<file path="src/sv/fms_pkg.sv">
package fms_pkg;

    localparam int PATTERN_MAX = 64;
    localparam int PAT_AW      = (PATTERN_MAX > 1) ? $clog2(PATTERN_MAX) : 1;
    localparam int PAT_CW      = $clog2(PATTERN_MAX + 1);
    localparam int SCORE_W     = 32;
    localparam int SUM_W       = SCORE_W + 2;
    localparam int RUN_WEIGHT  = 10;

    localparam logic [7:0] SPACE_BYTE = 8'h20;

    typedef enum logic [1:0] {
        OP_CLEAR  = 2'd0,
        OP_APPEND = 2'd1,
        OP_STRING = 2'd2,
        OP_END    = 2'd3
    } t_opcode;

    typedef struct packed {
        logic              we;
        logic [PAT_AW-1:0] waddr;
        logic [7:0]        wdata;
        logic [PAT_AW-1:0] raddr;
    } t_mem_req;

    typedef struct packed {
        logic                      overflow;
        logic signed [SCORE_W-1:0] score;
        logic                      matched;
    } t_result;

    function automatic logic [7:0] fold_case(input logic [7:0] c);
        logic [7:0] r;
        r = c;
        if (c >= 8'h41 && c <= 8'h5A) begin
            r = c + 8'h20;
        end
        return r;
    endfunction

endpackage

</file>
<file path="src/sv/fms_pattern_mem.sv">
module fms_pattern_mem (
    input  logic             i_clk,
    input  fms_pkg::t_mem_req i_req,
    output logic [7:0]       o_rdata
);
    import fms_pkg::*;

    logic [7:0] r_mem [PATTERN_MAX];
    logic [7:0] r_rdata;

    always_ff @(posedge i_clk) begin
        if (i_req.we) begin
            r_mem[i_req.waddr] <= i_req.wdata;
        end
    end

    // write-first on a same-address collision
    always_ff @(posedge i_clk) begin
        if (i_req.we && i_req.waddr == i_req.raddr) begin
            r_rdata <= i_req.wdata;
        end else begin
            r_rdata <= r_mem[i_req.raddr];
        end
    end

    assign o_rdata = r_rdata;

endmodule

</file>
<file path="src/sv/fms_score_core.sv">
module fms_score_core (
    input  logic              i_clk,
    input  logic              i_rst_n,
    input  logic              i_accept,
    input  logic [1:0]        i_opcode,
    input  logic [7:0]        i_text_byte,
    input  logic [7:0]        i_pat_byte,
    output fms_pkg::t_mem_req o_mem_req,
    output logic              o_res_valid,
    output fms_pkg::t_result  o_res
);
    import fms_pkg::*;

    localparam logic signed [SUM_W-1:0] SAT_MAX = SUM_W'(64'sd2147483647);
    localparam logic signed [SUM_W-1:0] SAT_MIN = SUM_W'(-64'sd2147483648);

    logic [PAT_CW-1:0]         r_len, n_len;
    logic                      r_ovf, n_ovf;
    logic [PAT_CW-1:0]         r_pos, n_pos;
    logic [PAT_CW-1:0]         r_run, n_run;
    logic signed [SCORE_W-1:0] r_score, n_score;

    t_opcode                   w_op;
    logic                      w_finished;
    logic                      w_space;
    logic                      w_hit;
    logic                      w_miss_case;
    logic [PAT_CW+3:0]         w_run_x10;
    logic [SUM_W-1:0]          w_delta;
    logic signed [SUM_W-1:0]   w_sum;
    logic signed [SCORE_W-1:0] w_sat;
    logic                      w_we;

    assign w_op        = t_opcode'(i_opcode);
    assign w_finished  = (r_pos >= r_len);
    assign w_space     = (i_text_byte == SPACE_BYTE);
    assign w_hit       = (fold_case(i_text_byte) == fold_case(i_pat_byte));
    assign w_miss_case = (i_text_byte != i_pat_byte);
    assign w_run_x10   = ({4'b0, r_run} << 3) + ({4'b0, r_run} << 1);

    always_comb begin
        if (w_finished) begin
            w_delta = -SUM_W'(1);
        end else if (w_hit) begin
            w_delta = SUM_W'(w_run_x10) - SUM_W'(w_miss_case);
        end else begin
            w_delta = -SUM_W'(RUN_WEIGHT);
        end
        w_sum = $signed({{2{r_score[SCORE_W-1]}}, r_score}) + $signed(w_delta);
        if (w_sum > SAT_MAX) begin
            w_sat = SAT_MAX[SCORE_W-1:0];
        end else if (w_sum < SAT_MIN) begin
            w_sat = SAT_MIN[SCORE_W-1:0];
        end else begin
            w_sat = w_sum[SCORE_W-1:0];
        end
    end

    always_comb begin
        n_len       = r_len;
        n_ovf       = r_ovf;
        n_pos       = r_pos;
        n_run       = r_run;
        n_score     = r_score;
        w_we        = 1'b0;
        o_res_valid = 1'b0;
        if (i_accept) begin
            case (w_op)
                OP_CLEAR: begin
                    n_len   = '0;
                    n_ovf   = 1'b0;
                    n_pos   = '0;
                    n_run   = '0;
                    n_score = '0;
                end
                OP_APPEND: begin
                    if (!w_space) begin
                        if (r_len < PAT_CW'(PATTERN_MAX)) begin
                            w_we  = 1'b1;
                            n_len = r_len + 1'b1;
                        end else begin
                            n_ovf = 1'b1;
                        end
                    end
                end
                OP_STRING: begin
                    if (w_finished) begin
                        n_score = w_sat;
                    end else if (!w_space) begin
                        n_score = w_sat;
                        if (w_hit) begin
                            n_run = r_run + 1'b1;
                            n_pos = r_pos + 1'b1;
                        end else begin
                            n_run = '0;
                        end
                    end
                end
                OP_END: begin
                    o_res_valid = 1'b1;
                    n_pos       = '0;
                    n_run       = '0;
                    n_score     = '0;
                end
                default: begin
                    n_len = r_len;
                end
            endcase
        end
    end

    assign o_res.matched  = w_finished;
    assign o_res.score    = w_finished ? r_score : '0;
    assign o_res.overflow = r_ovf;

    assign o_mem_req.we    = w_we;
    assign o_mem_req.waddr = r_len[PAT_AW-1:0];
    assign o_mem_req.wdata = i_text_byte;
    // prefetch the pattern byte at the next match position
    assign o_mem_req.raddr = n_pos[PAT_AW-1:0];

    always_ff @(posedge i_clk) begin
        if (!i_rst_n) begin
            r_len   <= '0;
            r_ovf   <= 1'b0;
            r_pos   <= '0;
            r_run   <= '0;
            r_score <= '0;
        end else begin
            r_len   <= n_len;
            r_ovf   <= n_ovf;
            r_pos   <= n_pos;
            r_run   <= n_run;
            r_score <= n_score;
        end
    end

    a_pos_in_pattern: assert property (@(posedge i_clk) disable iff (!i_rst_n)
        r_pos <= r_len)
        else $error("match position beyond pattern length");

    a_run_le_pos: assert property (@(posedge i_clk) disable iff (!i_rst_n)
        r_run <= r_pos)
        else $error("run longer than match position");

    a_ovf_full: assert property (@(posedge i_clk) disable iff (!i_rst_n)
        r_ovf |-> (r_len == PAT_CW'(PATTERN_MAX)))
        else $error("overflow flagged with room left");

    a_end_clears: assert property (@(posedge i_clk) disable iff (!i_rst_n)
        (i_accept && w_op == OP_END) |=> (r_pos == '0 && r_run == '0 && r_score == '0))
        else $error("match state not cleared after end of string");

endmodule

</file>
<file path="src/sv/fms_out_buf.sv">
module fms_out_buf (
    input  logic             i_clk,
    input  logic             i_rst_n,
    input  logic             i_res_valid,
    input  fms_pkg::t_result i_res,
    output logic             o_free,
    output logic             o_valid,
    input  logic             i_ready,
    output fms_pkg::t_result o_res
);
    import fms_pkg::*;

    logic    r_ovalid, n_ovalid;
    logic    r_svalid, n_svalid;
    t_result r_ores, n_ores;
    t_result r_sres, n_sres;

    always_comb begin
        n_ovalid = r_ovalid;
        n_svalid = r_svalid;
        n_ores   = r_ores;
        n_sres   = r_sres;
        if (!r_ovalid || i_ready) begin
            if (r_svalid) begin
                n_ovalid = 1'b1;
                n_ores   = r_sres;
                n_svalid = 1'b0;
            end else if (i_res_valid) begin
                n_ovalid = 1'b1;
                n_ores   = i_res;
            end else begin
                n_ovalid = 1'b0;
            end
        end else if (i_res_valid) begin
            n_svalid = 1'b1;
            n_sres   = i_res;
        end
    end

    always_ff @(posedge i_clk) begin
        if (!i_rst_n) begin
            r_ovalid <= 1'b0;
            r_svalid <= 1'b0;
        end else begin
            r_ovalid <= n_ovalid;
            r_svalid <= n_svalid;
        end
    end

    always_ff @(posedge i_clk) begin
        r_ores <= n_ores;
        r_sres <= n_sres;
    end

    assign o_free  = !r_svalid;
    assign o_valid = r_ovalid;
    assign o_res   = r_ores;

endmodule

</file>
<file path="src/sv/fuzzy_match_scorer_top.sv">
// channel   dir  tdata             tuser
// s_axis    in   [7:0] text_byte   [1:0] opcode
// m_axis    out  [31:0] score      [0] matched, [1] pattern_overflow
//
// one item per cycle while s_axis tready is high; the pattern byte for the current match position is
// prefetched from the single-port-read pattern memory in the cycle before
// a result is registered into the output register, or into a skid register while m_axis is stalled
// reset clears the counters, overflow flag, score and output valid flags; the pattern memory needs no sweep
// s_axis tready drops only while a second result waits behind a stalled one
module fuzzy_match_scorer_top (
    input  logic        i_clk,
    input  logic        i_rst_n,
    input  logic        i_s_axis_tvalid,
    output logic        o_s_axis_tready,
    input  logic [7:0]  i_s_axis_tdata,  // text_byte
    input  logic [1:0]  i_s_axis_tuser,  // opcode
    output logic        o_m_axis_tvalid,
    input  logic        i_m_axis_tready,
    output logic [31:0] o_m_axis_tdata,  // score
    output logic [1:0]  o_m_axis_tuser   // matched, pattern_overflow
);
    import fms_pkg::*;

    logic     w_accept;
    logic     w_free;
    logic     w_res_valid;
    logic [7:0] w_pat_byte;
    t_mem_req w_mem_req;
    t_result  w_res;
    t_result  w_out_res;

    assign o_s_axis_tready = w_free;
    assign w_accept        = i_s_axis_tvalid && w_free;

    fms_pattern_mem u_mem (
        .i_clk   (i_clk),
        .i_req   (w_mem_req),
        .o_rdata (w_pat_byte)
    );

    fms_score_core u_core (
        .i_clk       (i_clk),
        .i_rst_n     (i_rst_n),
        .i_accept    (w_accept),
        .i_opcode    (i_s_axis_tuser),
        .i_text_byte (i_s_axis_tdata),
        .i_pat_byte  (w_pat_byte),
        .o_mem_req   (w_mem_req),
        .o_res_valid (w_res_valid),
        .o_res       (w_res)
    );

    fms_out_buf u_out (
        .i_clk       (i_clk),
        .i_rst_n     (i_rst_n),
        .i_res_valid (w_res_valid),
        .i_res       (w_res),
        .o_free      (w_free),
        .o_valid     (o_m_axis_tvalid),
        .i_ready     (i_m_axis_tready),
        .o_res       (w_out_res)
    );

    assign o_m_axis_tdata = w_out_res.score;
    assign o_m_axis_tuser = {w_out_res.overflow, w_out_res.matched};

endmodule
</file>
<file path="config.mk">
export PLATFORM = sky130hd
export DESIGN_NAME = fuzzy_match_scorer_top
export DESIGN_NICKNAME = d
export VERILOG_FILES = /design/src/sv/fms_pkg.sv /design/src/sv/fms_pattern_mem.sv /design/src/sv/fms_score_core.sv /design/src/sv/fms_out_buf.sv /design/src/sv/fuzzy_match_scorer_top.sv
export SDC_FILE = /design/constraint.sdc
export NUM_CORES = 1
export LEC_CHECK = 0
export ABC_AREA = 1
export BUFFER_PORTS_ARGS = -buffer_cell sky130_fd_sc_hd__buf_2
export CAP_MARGIN = 20
export CORE_MARGIN = 2
export CORE_UTILIZATION = 58
export DETAILED_ROUTE_END_ITERATION = 7
export GPL_ROUTABILITY_DRIVEN = 1
export GPL_TIMING_DRIVEN = 0
export PLACE_DENSITY = 0.74
export SLEW_MARGIN = 20
export SYNTH_ARGS = -nofsm -noshare
export SYNTH_HDL_FRONTEND = slang
export SYNTH_SLANG_ARGS = --single-unit
</file>
<file path="constraint.sdc">
create_clock -name i_clk -period 17.81 [get_ports i_clk]
set_input_delay 0 -clock i_clk [delete_from_list [all_inputs] [get_ports i_clk]]
set_output_delay 0 -clock i_clk [all_outputs]
set_load 0.01 [all_outputs]
</file>
==> results.md <==
Status:
- The run finished, with violations left.
- The final reports fail on hold timing.

Power and ir drop:
- The standby leakage power is 13.08 nW.
- In this run the power spent charging and discharging nets is 0.9254 mW.
- After layout, the design draws a total of 3.618 mW.
- IR analysis of the VDD net gives a maximum drop of 0.00008719 V.
- The ratio of total power to cell area is 109.1 nW/um2.
- The net switching fraction of the power is 25.58%.
- The relative contribution of the clock network to total power is 39.7%.
- Of the total power, combinational logic draws 13.7%.
- The cell-internal power is 2.692 mW.
- The part of the power in registers is 46.6%.

Layout:
- The post-route netlist has 11.52% of its cells at a drive strength greater than 1.
- The post-layout net count is 3119.
- Summing all flip-flop and latch instances after layout gives 18660 um2.
- The filler cells instantiated in the layout total 3786.
- In the layout the commonest cells are nand2_1, edfxtp_1, nand3_1.
- In the final layout, the multi-input gates occupy 9254 um2.
- The area added between synthesis and finish is 13.48%.
- The most common cell after layout, fill and taps aside is nand2_1.

Timing:
- The worst-case hold slack is -0.01560 ns.
- The post-layout worst setup margin is 8.729 ns.
- The minimum clock period is 9.081 ns.
- Based on the critical path, the design can be clocked at up to 0.1101 GHz.
- The setup-violating endpoint count in the final report is 0.
- The total count of max-transition violations in the final report is 0.
- The worst slew margin relative to its limit is 18.23%.
- The final hold violation count is 5.
- Summed over all failing endpoints, the final setup total negative slack is 0 ns.
- Setup repair after global routing left no endpoint under its margin.
- The worst setup skew after layout is 0.03553 ns.
- The worst path uses 50.99% of the clock period.
- At the pin with the least slew margin, the transition time is 1.222 ns.

Die:
- Measured along the x axis, the die boundary spans 228.5 um.
- The floorplan step set the die height to 228.5 um.
- The floorplan step defined a die boundary enclosing 52210 um2.
- The number of primary I/O pins is 50.
- The placeable core region is 49970 um2.
- The number of rows created at floorplan is 82.
- For this configuration, the core starts out at a cell density of 58.50%.

Place:
- OpenSTA, run right after detailed placement, puts the worst setup slack at 9.031 ns.
- Summed over all nets, the half-perimeter wirelength after detailed placement is 61170 um.
- Buffers placed on the I/O ports in this run total 49.
- The global placer's final weighted congestion is 0.9567.

Global routing:
- Global routing used 35.40% of the available tracks across all layers.
- The global-route wire length before repair is 135600 um.
- The via count of the first global-routing pass was 21752.
- The number of antenna violations at the first check in global routing is 1.
- Entering global routing, the biggest net connects 69 pins.
- Summed over all layers, the global routing overflow is 0.

Yosys:
- Counting flops with an async set or reset pin after synthesis yields a share of 0%.
- Sequential cells were found to cover 63.83% of the synthesized design area.
- Counting flops and latches in the post-synthesis netlist gives 642.
- The count of distinct cell types in the synthesized netlist is 46.
- The largest area contributor in the netlist is edfxtp_1.
- In the post-synthesis netlist, the biggest area contributors are edfxtp_1, nand2_1, nand3_1.
- The synthesized design contains 580 enable-type register cells.
- Counting every instance in the synthesized netlist gives 2886.
- In this run the cell area of the synthesized design comes to 29230 um2.
- The number of nets in the synthesized netlist is 2965.
- For this run, the number of Yosys warnings is 0.
- The dominant register cell in the synthesized netlist is edfxtp_1.
- In this run the biggest area consumer among cell types represents 59.58% of the synthesized area.
- The mean instance size in the synthesized netlist is 10.13 um2.

Clock tree:
- Gates resized during post-CTS repair numbered 0.
- In this run the number of H-tree levels came out at 3.
- The insertion delay to the later sink of the worst-skew pair is 0.62 ns.
- The number of clock sinks is 642.
- The clock-pin slew of the registers on the worst-case setup and hold paths is 0.06 ns.
- The number of buffers between clock root and the deepest sink is 3.
- The TritonCTS clock tree is done.
- The quantity of hold-fixing buffers added after cts is 7.
- In this run the post-CTS setup repair buffer count came out at 0.
- The clock tree root driver cell is clkbuf_16.
- The number of CTS-inserted buffers is 68.

Setup path:
- On the critical path, the stage with the largest delay is an instance of clkbuf_1.
- The largest stage delay on the critical path is 0.77 ns.
- The most numerous cell type found on the critical path is nand2_1.
- At the worst endpoint, the required time is 18.28 ns.
- The critical path capture point type is a register.
- The highest net fanout along the worst path is 21.
- The capture instance of the worst register-to-register path is u_core.r_score[3]$_SDFFE_PN0P_.
- For the worst setup path, the data arrival time is 9.55 ns.
- For the worst flop-to-flop path, the logic depth is 41.
- The critical path in this run is classified as register to register.
- The element type at the critical path start is a register.
- Across all register-to-register paths, the minimum setup slack is 8.73 ns.
- The destination of the critical timing path is u_core.r_score[3]$_SDFFE_PN0P_.

Routing:
- The routed design has 92850 um of wire.
- Dividing the detail-routed via count by the number of cells gives 6.092.
- The detailed router's first-iteration violation count is 3537.
- The final routed DRC violation total is 0.
- The count of TritonRoute iterations in the first routing pass is 6.
- The detailed-route via count is 22932.
- In this run the remaining antenna-violating nets after routing total 0.
- The routed length per placed instance is 24.67 um.

Worst hold path:
- The path class of the tightest hold or removal check is input pin to register.

Run:
- The tool flagged a number of max-cap violations equal to 0.
[worst max-delay path: cells and delay by family, from the launching register on]
| family | cells | cell delay (ns) |
|---|---|---|
| flops | 1 | 0.34 |
| xor+xnor | 1 | 0.18 |
| fa+ha+maj | 3 | 1.16 |
| simple gates | 28 | 4.68 |
| compound gates | 3 | 0.82 |
| buf+inv | 6 | 1.74 |
[Yosys cell counts (2+ instances only)]
master,n
clkbuf_1,23
buf_1,4
o21a_1,6
o21ai_1,5
xnor2_1,22
clkinv_1,4
nand3_1,481
nand2_2,5
edfxtp_1,580
nor3_1,15
dfxtp_1,62
inv_2,4
buf_2,64
o21ai_0,60
buf_4,10
nor2_4,4
o21bai_1,4
buf_6,30
nand2_1,916
o211ai_1,4
inv_1,154
xor2_1,17
fa_1,2
ha_1,63
nor2_1,235
buf_8,2
nand4_1,11
nor4_1,5
o221ai_1,2
a211oi_1,2
a31oi_1,3
a21oi_1,73
[cell families (layout without fill, tap and decap cells)]
logic type / after synthesis / in the layout / synth area share (%)
and+or+nand+nor: 1681 / 1681 / 24.09
DFF: 642 / 642 / 63.83
buffers and inverters: 296 / 500 / 5.068
AOI/OAI and AO/OA: 163 / 163 / 3.005
adders and majority gates: 65 / 65 / 2.834
xor gates and xnor gates: 39 / 39 / 1.169
other: 0 / 2 / 0
[sequential cells by signal (all words and copies together), names as in the netlist, 7 cells and up, named ones only]
| register | count |
|---|---|
| u_core.r_len | 7 |
| u_core.r_pos | 7 |
| u_core.r_run | 7 |
| u_core.r_score | 32 |
| u_mem.r_mem | 512 |
| u_out.o_res | 34 |
| u_out.r_sres | 34 |
[power by group through the flow]
| stage | Sequential, mW | Clock, mW | Combinational [mW] |
|---|---|---|---|
| 6_report | 1.69 | 1.43 | 0.495 |
| 5_1_grt | 1.69 | 1.49 | 0.559 |
| 4_1_cts | 1.69 | 1.43 | 0.493 |
| 3_5_place_dp | 1.72 | 0 | 0.484 |
| 3_3_place_gp | 1.72 | 0 | 0.479 |
| 2_1_floorplan | 1.72 | 0 | 0.354 |
[final cells by class]
class,count,share of cell area [%]
plain buffers,133,2.606
well taps,672,2.535
diodes,2,0.01509
clock inverters,30,0.9166
multi-input cells,1948,27.90
clock buffers,90,5.790
inverters,163,1.860
repair buffers,84,2.131
flip-flops and latches,642,56.25
[through the flow]
step                      std cells  util (%)  cell area [um2]
final                          3764     66.39            33170
after global routing           3762     66.38            33170
after CTS                      3760     66.30            33130
after detailed placement       3633     61.70            30830
after global placement         3607     60.68            30320
after floorplan                2886         -            29230
[per-layer routing]
layer	global-route usage (%)	share of wire, %
met1	43.25	35
met2	54.73	45
met3	10.19	13
met4	24.22	7.6
met5	0	0.014
[worst min-delay path by stage]
| stage | end | cells after the start | from |
|---|---|---|---|
| 6_report | u_mem.r_mem[35][3]$_DFFE_PP_ | 1 | i_s_axis_tdata[3] |
| 5_1_grt | u_mem.r_mem[35][3]$_DFFE_PP_ | 1 | i_s_axis_tdata[3] |
| 4_1_cts | u_mem.r_mem[3][3]$_DFFE_PP_ | 1 | i_s_axis_tdata[3] |
| 3_5_place_dp | u_core.r_pos[6]$_SDFFE_PN0P_ | 3 | i_rst_n |
| 3_3_place_gp | u_core.r_pos[6]$_SDFFE_PN0P_ | 3 | i_rst_n |
| 2_1_floorplan | u_mem.r_mem[0][0]$_DFFE_PP_ | 0 | i_s_axis_tdata[0] |
Power figures use the tool's default switching activity.
